File: src/hw/rtl/lie_pkg.sv
package lie_pkg;

  localparam int unsigned NodeW  = 16;
  localparam int unsigned ValueW = 32;
  localparam int unsigned RecipW = 32;
  // A basis weight is clamped to +-(2^32 - 1), which needs 33 signed bits; WeightW gives 34.
  localparam int unsigned WeightW = 34;
  localparam int unsigned SumW    = 48;
  localparam int unsigned FracShift  = 14;
  localparam int unsigned RecipShift = 24;
  localparam logic signed [RecipW-1:0] RecipOne = 32'sd16777216;
  localparam logic signed [WeightW-1:0] WLimit  = 34'sd4294967295;

  // States of the reciprocal walk.
  typedef enum logic [1:0] {
    RC_IDLE,
    RC_CHECK,
    RC_START,
    RC_WAIT
  } rc_state_t;

  // Control bits that travel down the cell chain with one item.
  typedef struct packed {
    logic valid;
    logic sat;
    logic bad;
  } lie_ctl_t;

  // Clamp a wide product, already shifted, to the weight range.
  function automatic logic signed [WeightW-1:0] clamp_weight(
    input logic signed [RecipW+NodeW+WeightW-1:0] v, output logic hit);
    hit = 1'b0;
    if (v > $signed({{(RecipW+NodeW){1'b0}}, WLimit})) begin
      hit = 1'b1;
      return WLimit;
    end
    if (v < -$signed({{(RecipW+NodeW){1'b0}}, WLimit})) begin
      hit = 1'b1;
      return -WLimit;
    end
    return v[WeightW-1:0];
  endfunction

endpackage

File: src/hw/rtl/lie_cell.sv
// One cell of the weight chain: multiplies every lane's weight by
// (r - x_p) for its own node p, floors by 2^14 and clamps. Lane p is skipped.
module lie_cell #(
  parameter int unsigned NODES = 4,
  parameter int unsigned P     = 0
) (
  input  logic                                          clk,
  input  logic                                          rst,
  input  logic                                          advance,
  input  logic signed [lie_pkg::NodeW-1:0]              node_p,
  input  lie_pkg::lie_ctl_t                             ctl_in,
  input  logic signed [lie_pkg::NodeW-1:0]              point_in,
  input  logic signed [NODES-1:0][lie_pkg::ValueW-1:0]  values_in,
  input  logic signed [NODES-1:0][lie_pkg::WeightW-1:0] w_in,
  output lie_pkg::lie_ctl_t                             ctl_out,
  output logic signed [lie_pkg::NodeW-1:0]              point_out,
  output logic signed [NODES-1:0][lie_pkg::ValueW-1:0]  values_out,
  output logic signed [NODES-1:0][lie_pkg::WeightW-1:0] w_out
);
  import lie_pkg::*;

  localparam int unsigned ProdW = RecipW + NodeW + WeightW;

  logic signed [NodeW:0] dr;
  logic signed [NODES-1:0][WeightW-1:0] w_new;
  logic [NODES-1:0] hit;

  assign dr = (NodeW+1)'(point_in) - (NodeW+1)'(node_p);

  always_comb begin
    for (int q = 0; q < NODES; q++) begin
      logic signed [ProdW-1:0] prod;
      prod = ProdW'($signed(w_in[q])) * ProdW'(dr);
      if (q == P) begin
        w_new[q] = w_in[q];
        hit[q]   = 1'b0;
      end else begin
        w_new[q] = clamp_weight(prod >>> FracShift, hit[q]);
      end
    end
  end

  always_ff @(posedge clk) begin
    if (rst) begin
      ctl_out <= '0;
    end else if (advance) begin
      ctl_out.valid <= ctl_in.valid;
      ctl_out.sat   <= ctl_in.sat | (|hit);
      ctl_out.bad   <= ctl_in.bad;
    end
  end

  always_ff @(posedge clk) begin
    if (advance) begin
      point_out  <= point_in;
      values_out <= values_in;
      w_out      <= w_new;
    end
  end

endmodule

File: config.mk
export PLATFORM = sky130hd
export DESIGN_NAME = lie_cell
export DESIGN_NICKNAME = d
export VERILOG_FILES = /design/src/hw/rtl/lie_pkg.sv /design/src/hw/rtl/lie_cell.sv
export SDC_FILE = /design/constraint.sdc
export NUM_CORES = 2
export LEC_CHECK = 0
export BUFFER_PORTS_ARGS = -buffer_cell sky130_fd_sc_hd__buf_2
export CAP_MARGIN = 5
export CORE_MARGIN = 2
export CORE_UTILIZATION = 34
export CTS_CLUSTER_SIZE = 10
export DETAILED_ROUTE_END_ITERATION = 8
export SETUP_SLACK_MARGIN = 0.02
export SYNTH_ARGS = -nofsm -noshare
export SYNTH_HDL_FRONTEND = slang
export SYNTH_SLANG_ARGS = --single-unit
File: constraint.sdc
create_clock -name clk -period 18.23 [get_ports clk]
set_clock_uncertainty 0.15 [all_clocks]
set_input_delay 3.646 -clock clk [delete_from_list [all_inputs] [get_ports clk]]
set_output_delay 3.646 -clock clk [all_outputs]
set_load 0.01 [all_outputs]
## After elaboration in Yosys (flattened, before gate mapping)

Cells that the tools add are included.

- $add $sub $neg: 1
- $mul: 3
- Divide/modulo/power cells: 0
- Order comparisons: 6
- Equality and inequality tests: 0
- Shifts and indexed selects: 0
- Muxes and demuxes: 24
- Bitwise logic cells: 1
- Reductions and logical operators: 1

Operators with widths:

| kind | count |
|---|---|
| 34-bit 2-to-1 mux | 12 |
| 34-bit by 17-bit multiplier with 51-bit output | 3 |
| 37-bit by 33-bit > comparator with 1-bit output (second input constant) | 3 |
| 37-bit by 33-bit < comparator with 1-bit output (second input constant) | 3 |
| 16-bit by 16-bit subtractor with 17-bit output | 1 |
| 1-bit 2-to-1 mux | 12 |
| 3-bit OR reduction | 1 |
| 1-bit OR | 1 |

- Register bits: 283
- Latch bits: 0
- RAM bits: 0
- Memory bits (read-only): 0
- Input bits: 302
- Output and inout bits: 283
- Word-level logic and storage cells: 48
- Memories: 0

## Logic depth before layout (Yosys ltp)

- Depth after elaboration: 7
- Gate-level depth with buffers: 45
- Gate-level depth less buffers: 41

## Least setup slack after synthesis

OpenSTA, ideal clock, no wires.

- Path type: input to register
- From: input point_in[0] (netlist name)
- To: register w_out[133] (netlist name), data pin
- Library setup time: 0.255 ns
- Arrival: 13.668 ns
- Required time: 17.825 ns
- Setup slack: 4.157 ns
- Stages: 44
- Buffers on the path: 4
- Path through: inv_1 > ha_1 > inv_1 > fa_1 > a21o_1 > a21oi_1 > o21ai_0 > a21oi_1 > o21ai_0 > a21oi_1 > nor2b_1 > o21a_1 > o211a_1 > o21a_1 > o21a_1 > nor2_1 > clkbuf_1 > clkbuf_1 > [8 not listed] > fa_1 > inv_1 > ha_1 > buf_2 > a21oi_1 > o21ai_1 > or3_1 > o21ai_2 > nor3b_1 > nor3_1 > o21bai_1 > or4_1 > or4_1 > or4_1 > nor2_1 > o31ai_2 > buf_6 > a21bo_2

- Cells in the longest elaborated chain, start to end: 7
- Elaborated cells on any way between the ends: 10

Ends and longest elaborated chain:

| item | line | source |
|---|---|---|
| start: declaration | lie_cell.sv:12 | `input logic signed [lie_pkg::NodeW-1:0] point_in,` |
| 16-bit by 16-bit subtractor with 17-bit output (*) | lie_cell.sv:28 | `assign dr = (NodeW+1)'(point_in) - (NodeW+1)'(node_p);` |
| 34-bit by 17-bit multiplier with 51-bit output (*) | lie_cell.sv:33 | `prod = ProdW'($signed(w_in[q])) * ProdW'(dr);` |
| 37-bit by 33-bit < comparator with 1-bit output | lie_pkg.sv:37 | `if (v < -$signed({{(RecipW+NodeW){1'b0}}, WLimit})) begin` |
| 1-bit 2-to-1 mux | - |  |
| 1-bit 2-to-1 mux | lie_pkg.sv:37 |  |
| 34-bit 2-to-1 mux | lie_pkg.sv:41 | `return v[WeightW-1:0];` |
| 34-bit 2-to-1 mux (*) | lie_pkg.sv:37 |  |
| end signal: assignment | lie_cell.sv:57 | `w_out <= w_new;` |
| end: declaration | lie_cell.sv:18 | `output logic signed [NODES-1:0][lie_pkg::WeightW-1:0] w_out` |

Mark *: on every way between the ends. The rest lies on a longest branch, timed or not. The select of a mux whose other input is x is not followed.
A chain may end at the register's enable or synchronous reset.

## Worst setup path in the final report

- From: input point_in[0] (netlist name)
- To: register w_out[48] (netlist name), data pin

Same word-level chain as after synthesis.

==> results.rst <==
.. list-table::
   :header-rows: 1

   * - Metric
     - Value
   * - Result of the run
     - finished, final reports clean
   * - Met3 Wirelength
     - 13000 um
   * - Maximum number of pins on one net before global-route repair
     - 103
   * - Maximum clock path buffer count
     - 3
   * - Post-synth top flop
     - sky130_fd_sc_hd__edfxtp_1
   * - Half-perimeter wire length after placement
     - 158000 um
   * - I/O pin total
     - 585
   * - Arrival time worst endpoint
     - 15690 ps
   * - Maximum achievable frequency
     - 0.0644 GHz
   * - Count of flip-flops with a built-in enable after synthesis
     - 280
   * - Overflow left after global routing
     - 0
   * - Unique cell type count in the Yosys netlist
     - 76
   * - Area occupied by registers
     - 8470 um2
   * - Crit Path Max Fanout
     - 61
   * - Overall track demand over capacity in global routing
     - 19.8%
   * - Number of cell rows
     - 166
   * - Post-detailed-route DRC marker count
     - 0
   * - Fraction of final layout cells sized beyond drive strength 1
     - 9.34%
   * - Layout-stage area growth over the synthesis result
     - 9.50%
   * - Critical path data required time
     - 18400 ps
   * - Die Height
     - 457 um
   * - Max-slew violation count
     - 0
   * - Total via count after detailed routing
     - 51100
   * - Cells after Synth
     - 7403
   * - Wirelength per Cell
     - 19.4 um
   * - Crit path kind
     - input port to flop
   * - Worst setup SP type
     - input port
   * - Final antenna-violating net count
     - 0
   * - Die Outline Area
     - 209000 um2
   * - Cell occurring most often along the worst timing path
     - sky130_fd_sc_hd__fa_1
   * - Post-synthesis async set-or-reset flop share
     - 0%
   * - Most common cell after layout, fill and taps aside
     - sky130_fd_sc_hd__inv_1
   * - Global-route wire length before repair
     - 324000 um
   * - Area occupied by multi-input gates
     - 52900 um2
   * - Setup fix buffers added after clock tree synthesis
     - 0
   * - First drt pass iteration count
     - 6
   * - Uppermost layer routed
     - met5
   * - Core region area
     - 204000 um2
   * - Final number of hold-violating endpoints
     - 0
   * - Total of fill cells in the finished design
     - 20500
   * - Routability-driven placement congestion ratio
     - 0.890
   * - Crit path time final
     - 15520 ps
   * - Count of port buffers added during placement
     - 584
   * - Largest incremental delay on the critical path
     - 770 ps
   * - Worst min-delay path category
     - flop to flop
   * - Most frequent cells in the layout
     - sky130_fd_sc_hd__inv_1, sky130_fd_sc_hd__fa_1, sky130_fd_sc_hd__nand2_1
   * - Clock latency of the later-clocked register in the worst-skew pair
     - 570 ps
   * - Syn. warnings
     - 0
   * - Effective utilization at floorplan
     - 34.1%
   * - RSZ-0062 raised after global routing
     - false
   * - Average cell area after synthesis
     - 9.42 um2
   * - Synthesized area
     - 69700 um2
   * - Setup TNS
     - 0 ps
   * - Syn nets
     - 9717
   * - Clock H-tree levels
     - 2
   * - CTS tree
     - yes
   * - Routed length on met2
     - 101000 um
   * - Metal1 wirelength
     - 81600 um
   * - Post-layout instance count excluding filler cells
     - 10400
   * - Final #Nets
     - 10000
   * - Slowest-stage cell, CP
     - sky130_fd_sc_hd__a211oi_1
   * - Placed cell count
     - 10400
   * - Routed via count divided by cell count
     - 4.90
   * - Resized cells post-CTS
     - 0
   * - Proportion of synthesized chip area in sequential cells
     - 12.1%
   * - Vias in the first global route
     - 56700
   * - Number of clock sinks
     - 283
   * - Worst max-slew margin expressed relative to the limit
     - 29.5%
   * - Num CTS Buffers
     - 36
   * - Clk Tree Root Cell
     - sky130_fd_sc_hd__clkbuf_16
   * - Critical Path End Type
     - flop
   * - DR iter-0 viols
     - 3294
   * - Flop and latch count out of synthesis
     - 283
   * - Max-cap violations
     - 0
   * - Count of hold buffers inserted by post-cts repair
     - 0
   * - Final-report setup violation count
     - 0
   * - Die width
     - 457 um
   * - Clock transition at the registers of the reported paths
     - 50 ps
   * - Total wirelength of the detailed-routed design
     - 202000 um
   * - Post-route fraction of the period consumed by the critical path
     - 85.1%
   * - Worst-Margin Slew
     - 1050 ps
   * - Number of antenna violations at the first check in global routing
     - 27
[stage by stage]
| step | setup WS, ps | util (%) | area [um2] | hold slack (ps) |
|---|---|---|---|---|
| after floorplan | 4160 | - | 69700 | 370 |
| after global placement | 2370 | 36.9 | 75300 | 321 |
| after detailed placement | 2140 | 36.9 | 75300 | 331 |
| after CTS | 2740 | 37.4 | 76300 | 344 |
| after global routing | 1820 | 37.4 | 76300 | 381 |
| final | 2710 | 37.4 | 76300 | 336 |
[per-layer routing]
metal,vias to the layer above,track usage (%)
li1,22300,-
met1,26600,25.1
met2,1806,34.8
met3,347,3.00
met4,20,5.67
met5,-,0
[synthesized netlist by cell type, types with 6 or more instances]
cell / number / area [um2]
sky130_fd_sc_hd__nor3_1: 25 / 125
sky130_fd_sc_hd__a21oi_1: 143 / 716
sky130_fd_sc_hd__o211ai_1: 18 / 135
sky130_fd_sc_hd__o21bai_1: 21 / 158
sky130_fd_sc_hd__nand3_1: 36 / 180
sky130_fd_sc_hd__clkbuf_1: 329 / 1230
sky130_fd_sc_hd__nand2_1: 1125 / 4220
sky130_fd_sc_hd__nand4_1: 30 / 188
sky130_fd_sc_hd__fa_1: 1651 / 33100
sky130_fd_sc_hd__o21ai_0: 111 / 556
sky130_fd_sc_hd__edfxtp_1: 280 / 8410
sky130_fd_sc_hd__a31oi_1: 19 / 119
sky130_fd_sc_hd__inv_1: 1929 / 7240
sky130_fd_sc_hd__mux2i_1: 14 / 140
sky130_fd_sc_hd__and4_1: 7 / 61.3
sky130_fd_sc_hd__a21bo_2: 10 / 100
sky130_fd_sc_hd__nor4_1: 11 / 68.8
sky130_fd_sc_hd__nor4b_1: 6 / 52.6
sky130_fd_sc_hd__or2_2: 19 / 119
sky130_fd_sc_hd__a21bo_1: 27 / 270
sky130_fd_sc_hd__a211o_1: 9 / 78.8
sky130_fd_sc_hd__and2_1: 515 / 3220
sky130_fd_sc_hd__a21boi_0: 6 / 45.0
sky130_fd_sc_hd__xnor2_1: 89 / 780
sky130_fd_sc_hd__o31ai_1: 11 / 82.6
sky130_fd_sc_hd__ha_1: 361 / 4520
sky130_fd_sc_hd__o22ai_1: 10 / 62.6
sky130_fd_sc_hd__a211oi_1: 13 / 97.6
sky130_fd_sc_hd__nor2b_1: 118 / 738
sky130_fd_sc_hd__nand2b_1: 16 / 100
sky130_fd_sc_hd__a21o_1: 55 / 413
sky130_fd_sc_hd__nor2_1: 180 / 676
sky130_fd_sc_hd__a31o_2: 6 / 52.6
sky130_fd_sc_hd__or4_1: 6 / 45.0
sky130_fd_sc_hd__o21a_1: 13 / 97.6
sky130_fd_sc_hd__or3_1: 12 / 75.1
sky130_fd_sc_hd__xor2_1: 54 / 473
sky130_fd_sc_hd__and3_1: 22 / 138
[worst paths after layout]
path	depth (start not counted)	startpoint	end	slack (ps)
worst max-delay path	41	point_in[0]	w_out[48]	2710
worst min register to register	2	ctl_out[2]	ctl_out[2]	340
worst min-delay path	2	ctl_out[2]	ctl_out[2]	340
worst max register to register	2	ctl_out[1]	ctl_out[1]	17420
[layout make-up]
cell class | count | area share (%)
multi-input cells | 4854 | 69.3
flip-flops and latches | 283 | 11.1
inverters | 1929 | 9.49
well taps | 2688 | 4.41
repair buffers | 618 | 4.37
clock buffers | 38 | 1.19
clock inverters | 7 | 0.107
diodes | 10 | 0.0328
[logic make-up after synthesis]
group | after synthesis | synth area share (%)
DFF | 283 | 12.1
buffers and inverters | 2266 | 12.2
xor gates and xnor gates | 143 | 1.80
adders and majority gates | 2012 | 53.9
AOI/OAI and AO/OA | 534 | 5.06
muxes | 14 | 0.201
and+or+nand+nor | 2151 | 14.7
[flip-flops by register name (all words and copies together) (netlist names)]
signal	cells
point_out	16
values_out	128
w_out	136
ctl_out	3
[critical path: cells and delay by family]
kind	cells	cell delay (ps)
AO/OA/AOI/OAI	21	5490
XOR/XNOR	1	250
adder cells (fa/ha/maj)	9	3870
buffers and inverters	7	1420
AND/OR/NAND/NOR	3	900
Power is not shown: default switching activity piles up to over one toggle a cycle in this logic, so the estimate is an artifact.
