`config.mk`:
```
export PLATFORM = sky130hd
export DESIGN_NAME = lie_recip
export DESIGN_NICKNAME = d
export VERILOG_FILES = /design/src/hw/rtl/lie_pkg.sv /design/src/hw/rtl/lie_div.sv /design/src/hw/rtl/lie_recip.sv
export SDC_FILE = /design/constraint.sdc
export NUM_CORES = 1
export LEC_CHECK = 0
export ABC_CLOCK_PERIOD_IN_PS = 16400
export BUFFER_PORTS_ARGS = -buffer_cell sky130_fd_sc_hd__buf_2
export CELL_PAD_IN_SITES_DETAIL_PLACEMENT = 1
export CELL_PAD_IN_SITES_GLOBAL_PLACEMENT = 2
export CORE_ASPECT_RATIO = 1.1
export CORE_MARGIN = 1
export CORE_UTILIZATION = 35
export CTS_BUF_LIST = sky130_fd_sc_hd__clkbuf_16
export DETAILED_ROUTE_END_ITERATION = 10
export PLACE_DENSITY_LB_ADDON = 0.1
export SYNTH_ARGS = -nofsm -noshare
export SYNTH_HDL_FRONTEND = slang
export SYNTH_SLANG_ARGS = --single-unit
```
`constraint.sdc`:
```
create_clock -name clk -period 16.4 [get_ports clk]
set_clock_uncertainty 0.2 [all_clocks]
set_input_delay 3.28 -clock clk [delete_from_list [all_inputs] [get_ports clk]]
set_output_delay 3.28 -clock clk [all_outputs]
set_load 0.03 [all_outputs]
```
`src/hw/rtl/lie_pkg.sv`:
```
package lie_pkg;

  localparam int unsigned NodeW  = 16;
  localparam int unsigned ValueW = 32;
  localparam int unsigned RecipW = 32;
  // A basis weight is clamped to +-(2^32 - 1), which needs 33 signed bits; WeightW gives 34.
  localparam int unsigned WeightW = 34;
  localparam int unsigned SumW    = 48;
  localparam int unsigned FracShift  = 14;
  localparam int unsigned RecipShift = 24;
  localparam logic signed [RecipW-1:0] RecipOne = 32'sd16777216;
  localparam logic signed [WeightW-1:0] WLimit  = 34'sd4294967295;

  // States of the reciprocal walk.
  typedef enum logic [1:0] {
    RC_IDLE,
    RC_CHECK,
    RC_START,
    RC_WAIT
  } rc_state_t;

  // Control bits that travel down the cell chain with one item.
  typedef struct packed {
    logic valid;
    logic sat;
    logic bad;
  } lie_ctl_t;

  // Clamp a wide product, already shifted, to the weight range.
  function automatic logic signed [WeightW-1:0] clamp_weight(
    input logic signed [RecipW+NodeW+WeightW-1:0] v, output logic hit);
    hit = 1'b0;
    if (v > $signed({{(RecipW+NodeW){1'b0}}, WLimit})) begin
      hit = 1'b1;
      return WLimit;
    end
    if (v < -$signed({{(RecipW+NodeW){1'b0}}, WLimit})) begin
      hit = 1'b1;
      return -WLimit;
    end
    return v[WeightW-1:0];
  endfunction

endpackage

```
`src/hw/rtl/lie_div.sv`:
```
// Sequential signed divider: quotient of a 64-bit dividend by a 17-bit divisor,
// truncated toward zero, one quotient bit per cycle.
module lie_div (
  input  logic               clk,
  input  logic               rst,
  input  logic               start,
  input  logic signed [63:0] dividend,
  input  logic signed [16:0] divisor,
  output logic               done,
  output logic signed [63:0] quotient
);
  import lie_pkg::*;

  logic [63:0] quo;
  logic [63:0] quo_next;
  logic [17:0] rem;
  logic [17:0] rem_next;
  logic [16:0] dmag;
  logic        neg;
  logic [6:0]  count;
  logic        busy;
  logic [17:0] trial;

  always_comb begin
    trial    = {rem[16:0], quo[63]};
    rem_next = trial;
    quo_next = {quo[62:0], 1'b0};
    if (trial >= {1'b0, dmag}) begin
      rem_next    = trial - {1'b0, dmag};
      quo_next[0] = 1'b1;
    end
  end

  always_ff @(posedge clk) begin
    if (rst) begin
      busy  <= 1'b0;
      done  <= 1'b0;
      count <= '0;
    end else begin
      done <= 1'b0;
      if (start) begin
        busy  <= 1'b1;
        count <= 7'd64;
      end else if (busy) begin
        count <= count - 7'd1;
        if (count == 7'd1) begin
          busy <= 1'b0;
          done <= 1'b1;
        end
      end
    end
  end

  always_ff @(posedge clk) begin
    if (start) begin
      quo  <= dividend[63] ? 64'(-dividend) : dividend;
      dmag <= divisor[16] ? 17'(-divisor) : divisor;
      neg  <= dividend[63] ^ divisor[16];
      rem  <= '0;
    end else if (busy) begin
      quo <= quo_next;
      rem <= rem_next;
    end
  end

  assign quotient = neg ? -$signed(quo) : $signed(quo);

endmodule

```
`src/hw/rtl/lie_recip.sv`:
```
// Rebuilds the reciprocal denominators and the degenerate flag from the
// nodes after reset and after each node write.
module lie_recip #(
  parameter int unsigned NODES = 4
) (
  input  logic                                       clk,
  input  logic                                       rst,
  input  logic                                       kick,
  input  logic signed [NODES-1:0][lie_pkg::NodeW-1:0] nodes,
  output logic signed [NODES-1:0][lie_pkg::RecipW-1:0] recip,
  output logic                                       degenerate
);
  import lie_pkg::*;

  localparam int unsigned IdxW = (NODES > 1) ? $clog2(NODES) : 1;

  rc_state_t state;
  rc_state_t state_next;
  logic [IdxW-1:0] q_idx;
  logic [IdxW-1:0] p_idx;
  logic signed [RecipW-1:0] acc;
  logic dup;
  logic div_start;
  logic div_done;
  logic signed [63:0] div_q;
  logic signed [16:0] diff;
  logic last_p;
  logic last_q;
  logic skip_p;
  logic signed [RecipW-1:0] clamped;

  always_comb begin
    dup = 1'b0;
    for (int a = 0; a < NODES; a++) begin
      for (int b = a + 1; b < NODES; b++) begin
        if (nodes[a] == nodes[b]) begin
          dup = 1'b1;
        end
      end
    end
  end

  assign diff   = 17'($signed(nodes[q_idx])) - 17'($signed(nodes[p_idx]));
  assign skip_p = (p_idx == q_idx);
  assign last_p = (p_idx == IdxW'(NODES - 1));
  assign last_q = (q_idx == IdxW'(NODES - 1));

  always_comb begin
    if (div_q > 64'sd2147483647) begin
      clamped = 32'sh7fffffff;
    end else if (div_q < -64'sd2147483648) begin
      clamped = 32'sh80000000;
    end else begin
      clamped = div_q[RecipW-1:0];
    end
  end

  lie_div u_div (
    .clk      (clk),
    .rst      (rst),
    .start    (div_start),
    .dividend (64'(acc) <<< FracShift),
    .divisor  (diff),
    .done     (div_done),
    .quotient (div_q)
  );

  // The walk falls back to idle once the last entry has been written, or at once when two nodes are equal.
  always_comb begin
    state_next = state;
    div_start  = 1'b0;
    unique case (state)
      RC_IDLE:  if (kick) state_next = RC_CHECK;
      RC_CHECK: state_next = dup ? RC_IDLE : RC_START;
      RC_START: begin
        if (skip_p) begin
          if (last_p && last_q) state_next = RC_IDLE;
        end else begin
          div_start  = 1'b1;
          state_next = RC_WAIT;
        end
      end
      RC_WAIT:  if (div_done) state_next = (last_p && last_q) ? RC_IDLE : RC_START;
      default:  state_next = RC_IDLE;
    endcase
  end

  always_ff @(posedge clk) begin
    if (rst) begin
      state <= RC_CHECK;
    end else if (kick) begin
      state <= RC_CHECK;
    end else begin
      state <= state_next;
    end
  end

  always_ff @(posedge clk) begin
    if (rst) begin
      degenerate <= 1'b0;
      q_idx      <= '0;
      p_idx      <= '0;
      acc        <= RecipOne;
    end else if (kick) begin
      q_idx <= '0;
      p_idx <= '0;
      acc   <= RecipOne;
    end else begin
      priority case (state)
        RC_CHECK: begin
          degenerate <= dup;
          q_idx      <= '0;
          p_idx      <= '0;
          acc        <= RecipOne;
          if (dup) begin
            for (int k = 0; k < NODES; k++) recip[k] <= '0;
          end
        end
        RC_START: begin
          if (skip_p) begin
            if (last_p) begin
              recip[q_idx] <= acc;
              acc          <= RecipOne;
              p_idx        <= '0;
              q_idx        <= q_idx + IdxW'(1);
            end else begin
              p_idx <= p_idx + IdxW'(1);
            end
          end
        end
        RC_WAIT: begin
          if (div_done) begin
            if (last_p) begin
              recip[q_idx] <= clamped;
              acc          <= RecipOne;
              p_idx        <= '0;
              q_idx        <= q_idx + IdxW'(1);
            end else begin
              acc   <= clamped;
              p_idx <= p_idx + IdxW'(1);
            end
          end
        end
        default: begin
        end
      endcase
    end
  end

endmodule

```
Word level (Yosys, flattened, before mapping) --
Cells that the tools add are included.
Word-level totals: flip-flop bits (word level) 275, bits in latches 0, memory bits (writable) 0, ROM bits 0, input port bits 67, output and inout bits 129, word-level logic and storage cells 125, memories kept 0
Cells by class: add/sub/neg operators 8, multipliers 0, div/mod/pow operators 0, order comparisons 6, equality and inequality tests 19, shift operators 0, mux-type cells 56, bitwise logic cells 5, reduce and logical (&&, ||, !) cells 13
Operators with widths (number):
- 128-bit 2-to-1 mux | 5
- 128-bit one-hot mux with 3 select lines | 1
- 128-bit bitwise mux | 2
- 64-bit 2-to-1 mux | 4
- 32-bit 2-to-1 mux | 7
- 16-bit == test | 6
- 32-bit one-hot mux with 3 select lines | 1
- 16-bit binary-select mux with 2-bit select | 2
- 32-bit demux with 2-bit select | 1
- 64-bit by 32-bit > comparator with 1-bit output, second input constant | 1
- 64-bit by 32-bit less-than comparator with 1-bit output, second input constant | 1
- 46-bit negation with 64-bit output | 1
- 64-bit negation | 1
- 16-bit 2-to-1 mux | 3
- 2-bit 2-to-1 mux | 11
- 18-bit by 17-bit >= comparator with 1-bit output | 1
- 2-bit one-hot mux with 3 select lines | 3
- 17-bit 2-to-1 mux | 1
- 17-bit negation | 1
- 16-bit by 16-bit subtractor with 17-bit output | 1
- 17-bit subtractor | 1
- 7-bit 2-to-1 mux | 2
- 1-bit 2-to-1 mux | 13
- 2-bit == test, second input constant | 4
- 22 further kinds | 33

Logic depth before layout (Yosys ltp) --
depth in word-level cells 9, depth in mapped cells 17, gate-level depth less buffers 15

Modules after synthesis --
A second synthesis with hierarchy kept.
Unflattened totals: cell total of the unflattened synthesis 1940, area, all modules 18417.7 um^2
By module, submodules not included:
- lie_recip | times used 1, cells each 983, area an instance 10054.6 um^2, seq. area each 4624.4 um^2
- lie_div | times used 1, cells each 957, area an instance 8363.0 um^2, seq. area each 2982.9 um^2

Worst setup path before layout --
Ideal clock, no wire load.
path type input to register, from input nodes[3] (netlist name), to register recip[0] (netlist name) (enable), library setup time 0.805 ns, data arrival time 13.359 ns, data required time 15.395 ns, slack 2.036 ns, stages on the path 6, buffers on the path 0, cell sequence xor2_1 -> nor4_1 -> nand4_1 -> nand4_1 -> nor4_1 -> a211oi_1
On the way: word-level cells in the longest chain between the ends 9, elaborated cells between the ends (all ways) 11, those cells by class eq/ne: 4; mux: 6; reduce/logical: 1
RTL lines:
- start, declared | RTL line lie_recip.sv:9 | input logic signed [NODES-1:0][lie_pkg::NodeW-1:0] nodes,
- 16-bit == test | RTL line lie_recip.sv:36 | if (nodes[a] == nodes[b]) begin
- 1-bit 2-to-1 mux (2 in series) | RTL line lie_recip.sv:36
- 1-bit 2-to-1 mux * (4 in series) | RTL line lie_recip.sv:36
- 2-bit != test (no line) *
- 8-bit AND reduction (no line) *
- end signal, assigned by index | RTL line lie_recip.sv:134 | recip[q_idx] <= clamped;
- end, declared | RTL line lie_recip.sv:10 | output logic signed [NODES-1:0][lie_pkg::RecipW-1:0] recip,
Mark *: on every way between the ends. The rest lies on a longest branch, timed or not. A chain may end at the register's enable or synchronous reset.

Worst setup path after layout --
from input nodes[48] (netlist name), to register u_div.dmag[14] (data pin)
On the way: word-level cells in the longest chain between the ends 5, elaborated cells between the ends (all ways) 7, those cells by class add/sub: 2; mux: 5
RTL lines:
- 16-bit binary-select mux with 2-bit select | RTL line lie_recip.sv:43 | assign diff = 17'($signed(nodes[q_idx])) - 17'($signed(nodes[p_idx]));
- 16-bit 2-to-1 mux (not written as such) | RTL line lie_recip.sv:43
- 16-bit by 16-bit subtractor with 17-bit output * | RTL line lie_recip.sv:43
- 17-bit negation | RTL line lie_div.sv:57 | dmag <= divisor[16] ? 17'(-divisor) : divisor;
- 16-bit 2-to-1 mux * | RTL line lie_div.sv:57
- end signal, assigned | RTL line lie_div.sv:57
- end, declared | RTL line lie_div.sv:18 | logic [16:0] dmag;
Mark *: on every way between the ends. The rest lies on a longest branch, timed or not. The select of a mux whose other input is x is not followed.

==> metrics <==
hold path depth=2; routed vias=16200; Critical Path Start Type=input pin; Synth async-reset ratio=0%; Final setup viols=0; PortBufs=195; Max VDD drop=0.0834 mV; CTS clk-pin slew, worst paths=0.06 ns; Mapped Cells=1959; Fillers=5953; number of flops mapped to enable cells by yosys=210; core area=52700 um2; Initial Utilization=35.7%; leading area contributor after synthesis=edfxtp_1; H-Tree Depth=2; Via density=5.80; dominant cells by area after synthesis=edfxtp_1, dfxtp_1, xor2_1, o21ai_0, o21a_1; post-synthesis compound-gate area fraction=21.7%; # Post-CTS Setup Buffers=0; Synth Flop Type=edfxtp_1; drt total wl=65400 um; commonest cells after routing, fill and taps aside=edfxtp_1, o21ai_0, buf_2, a21oi_1, nor2_1; Net Count, Synth=2071; CTS tree=built; Die H=245 um; Power Density=83.9 nW/um2; routability congestion estimate=0.891; Max Cap Violations=0; Worst R2R Start=u_div.quo[23]; Post-DP HPWL=47000 um; global-route wire length before repair=102000 um; CTS max path bufs=3; HP Start=u_div.rem[1]; top cell type's share of synthesized area=33.5%; Finished Core Util=40.7%; CP Class=in2reg; initial antenna violation count=3; Fin Setup TNS=0 ns; Avg Cell Area, Syn=9.61 um2; DRC viols=0; Syn. warnings=0; Site Rows=88; largest family of logic cells by synthesized area=compound AO/OA/AOI/OAI gates; Synth-to-Final Area Change=13.9%; worst reg2reg setup slack=10.31 ns; global route total overflow=0; multiplexer area fraction after synthesis=5.29%; root buf cell=clkbuf_16; Setup crit end kind=register; share of post-route cells with drive strength above 1=17.3%; Max Freq=137 MHz; Clk Latency, worst-skew pair=0.55 ns; Hold Path Class=reg2reg; CP Data Arrival Time=7.39 ns; adder-cell share of the synthesized area=3.07%; outcome=finished, final reports clean; largest net degree at the start of global routing=108; Ports=196; die area=54700 um2; WHS=0.294 ns; Routed Antenna Nets=0; register area share after synthesis=40.4%; NumNets Final=2203; Slew HR=24.7%; Tcrit/Tclk final=44.7%; Final Max Tran Viols=0; post_cts resized=0; Period minus WS final=7.32 ns; Reg-to-Reg End=recip[124]; CTS Sinks=275; most common cell after layout, fill and taps aside=edfxtp_1; P_leak=7.77 nW; Cell Area, Synth=18800 um2; CP max FO=5; Worst-Margin Slew=1.13 ns; vias in the first global route=16500; total global-route track usage=24.0%; post-synthesis xor/xnor area fraction=9.91%; CTS Buf Count=36; Design Power=1.80 mW; Hold Vio Cnt, Final=0; Iter 0 DRT Violations=993; # hold bufs at CTS=0; RSZ-0062 raised after global routing=no; CP required=16.47 ns; die width=223 um; Unique masters post-synth=83; First-pass DRT Iterations=5; post-synthesis simple-gate area fraction=15.6%; Hold Path End=u_div.rem[1]; FF-to-FF path depth=11; wire length per cell=23.4 um; flops & latches, synth=275
## worst max path at each step
stage	start	to	slack [ns]	cells after the start
global placement	nodes[48]	u_div.dmag[14]	8.59	15
detailed placement	nodes[48]	u_div.dmag[14]	8.55	15
CTS	nodes[48]	u_div.dmag[14]	9.12	15
finish	nodes[48]	u_div.dmag[14]	9.08	15
global route	nodes[48]	u_div.dmag[14]	8.70	15
floorplan	nodes[3]	recip[0]	2.04	6
## sequential cells by signal, summed over array words and instances, names as in the netlist, 2 cells and up
| register | flops |
|---|---|
| state | 2 |
| p_idx | 2 |
| recip | 128 |
| u_div.quo | 64 |
| acc | 32 |
| u_div.count | 7 |
| u_div.dmag | 17 |
| q_idx | 2 |
| u_div.rem | 17 |
## power by group
part | total, mW | switching, mW | leakage [nW] | internal [mW]
registers | 0.781 | 0.0134 | 2.47 | 0.768
clock network | 0.738 | 0.320 | 0.581 | 0.418
logic | 0.281 | 0.168 | 4.73 | 0.113
total | 1.80 | 0.501 | 7.77 | 1.30
## per-layer routing
| metal | global-route usage (%) | routed length (um) | vias up |
|---|---|---|---|
| met4 | 5.56 | 1210 | 0 |
| met2 | 37.0 | 29300 | 356 |
| met5 | 0 | 0 | - |
| met3 | 5.90 | 4110 | 69 |
| li1 | - | - | 7620 |
| met1 | 33.7 | 30800 | 8170 |
## synth_stat cells, types with 6 or more instances
master / instances
a221oi_1: 23
nor2_2: 14
nand3b_1: 7
nand4b_1: 6
nor4b_1: 6
inv_1: 61
a221o_1: 24
ha_1: 43
o21ai_0: 203
nand2b_1: 15
nor2_1: 138
nand2_1: 92
or2_2: 13
or4_1: 19
nor2b_1: 15
o21a_1: 107
edfxtp_1: 210
xor2_1: 125
and4_1: 6
and2_1: 37
or3_1: 19
xnor2_1: 88
nor4_1: 31
o31ai_1: 26
buf_1: 7
dfxtp_1: 65
clkbuf_1: 105
o41ai_1: 26
buf_2: 11
nand3_1: 35
mux2i_1: 23
a211oi_1: 18
a31oi_1: 11
o211ai_1: 9
a21o_1: 8
mux4_2: 32
a21oi_1: 145
nand4_1: 31
nor3_1: 26
## kinds of logic (layout without fill, tap and decap cells)
family,Yosys count,in the layout
AOI/OAI and AO/OA,639,639
buffers and inverters,190,348
muxes,59,59
xor gates and xnor gates,213,213
DFF,275,275
adders and majority gates,45,45
other,0,3
and+or+nand+nor,538,538
## per-stage QoR
| step | instance area (um2) | std cells | worst slack, ns |
|---|---|---|---|
| 2_1_floorplan | 18800 | 1959 | 2.04 |
| 3_3_place_gp | 20400 | 2728 | 8.59 |
| 3_5_place_dp | 20400 | 2728 | 8.55 |
| 4_1_cts | 21400 | 2792 | 9.12 |
| 5_1_grt | 21500 | 2795 | 8.70 |
| 6_report | 21500 | 2795 | 9.08 |
## area by class of cell
type / instances / area (um2) / share of cell area [%]
antenna: 3 / 7.51 / 0.0350
clock buffer: 38 / 951 / 4.43
clock inverter: 26 / 129 / 0.601
inverter: 62 / 233 / 1.08
multi-input combinational: 1494 / 10500 / 48.9
sequential: 275 / 7610 / 35.5
tap: 675 / 845 / 3.94
timing repair buffer: 222 / 1180 / 5.49
## critical path: stages
cell and delay [ns]:
buf_2 0.14, mux4_2 0.47, inv_1 0.07, ha_1 0.15
inv_1 0.05, fa_1 0.40, a21o_1 0.23, a311o_1 0.36
a21oi_1 0.18, xor2_1 0.27, nor4b_1 0.48, or4b_2 0.65
nor4b_1 0.41, nor2_1 0.09, xnor2_1 0.15
No activity file was read; power rests on OpenSTA's default activity.
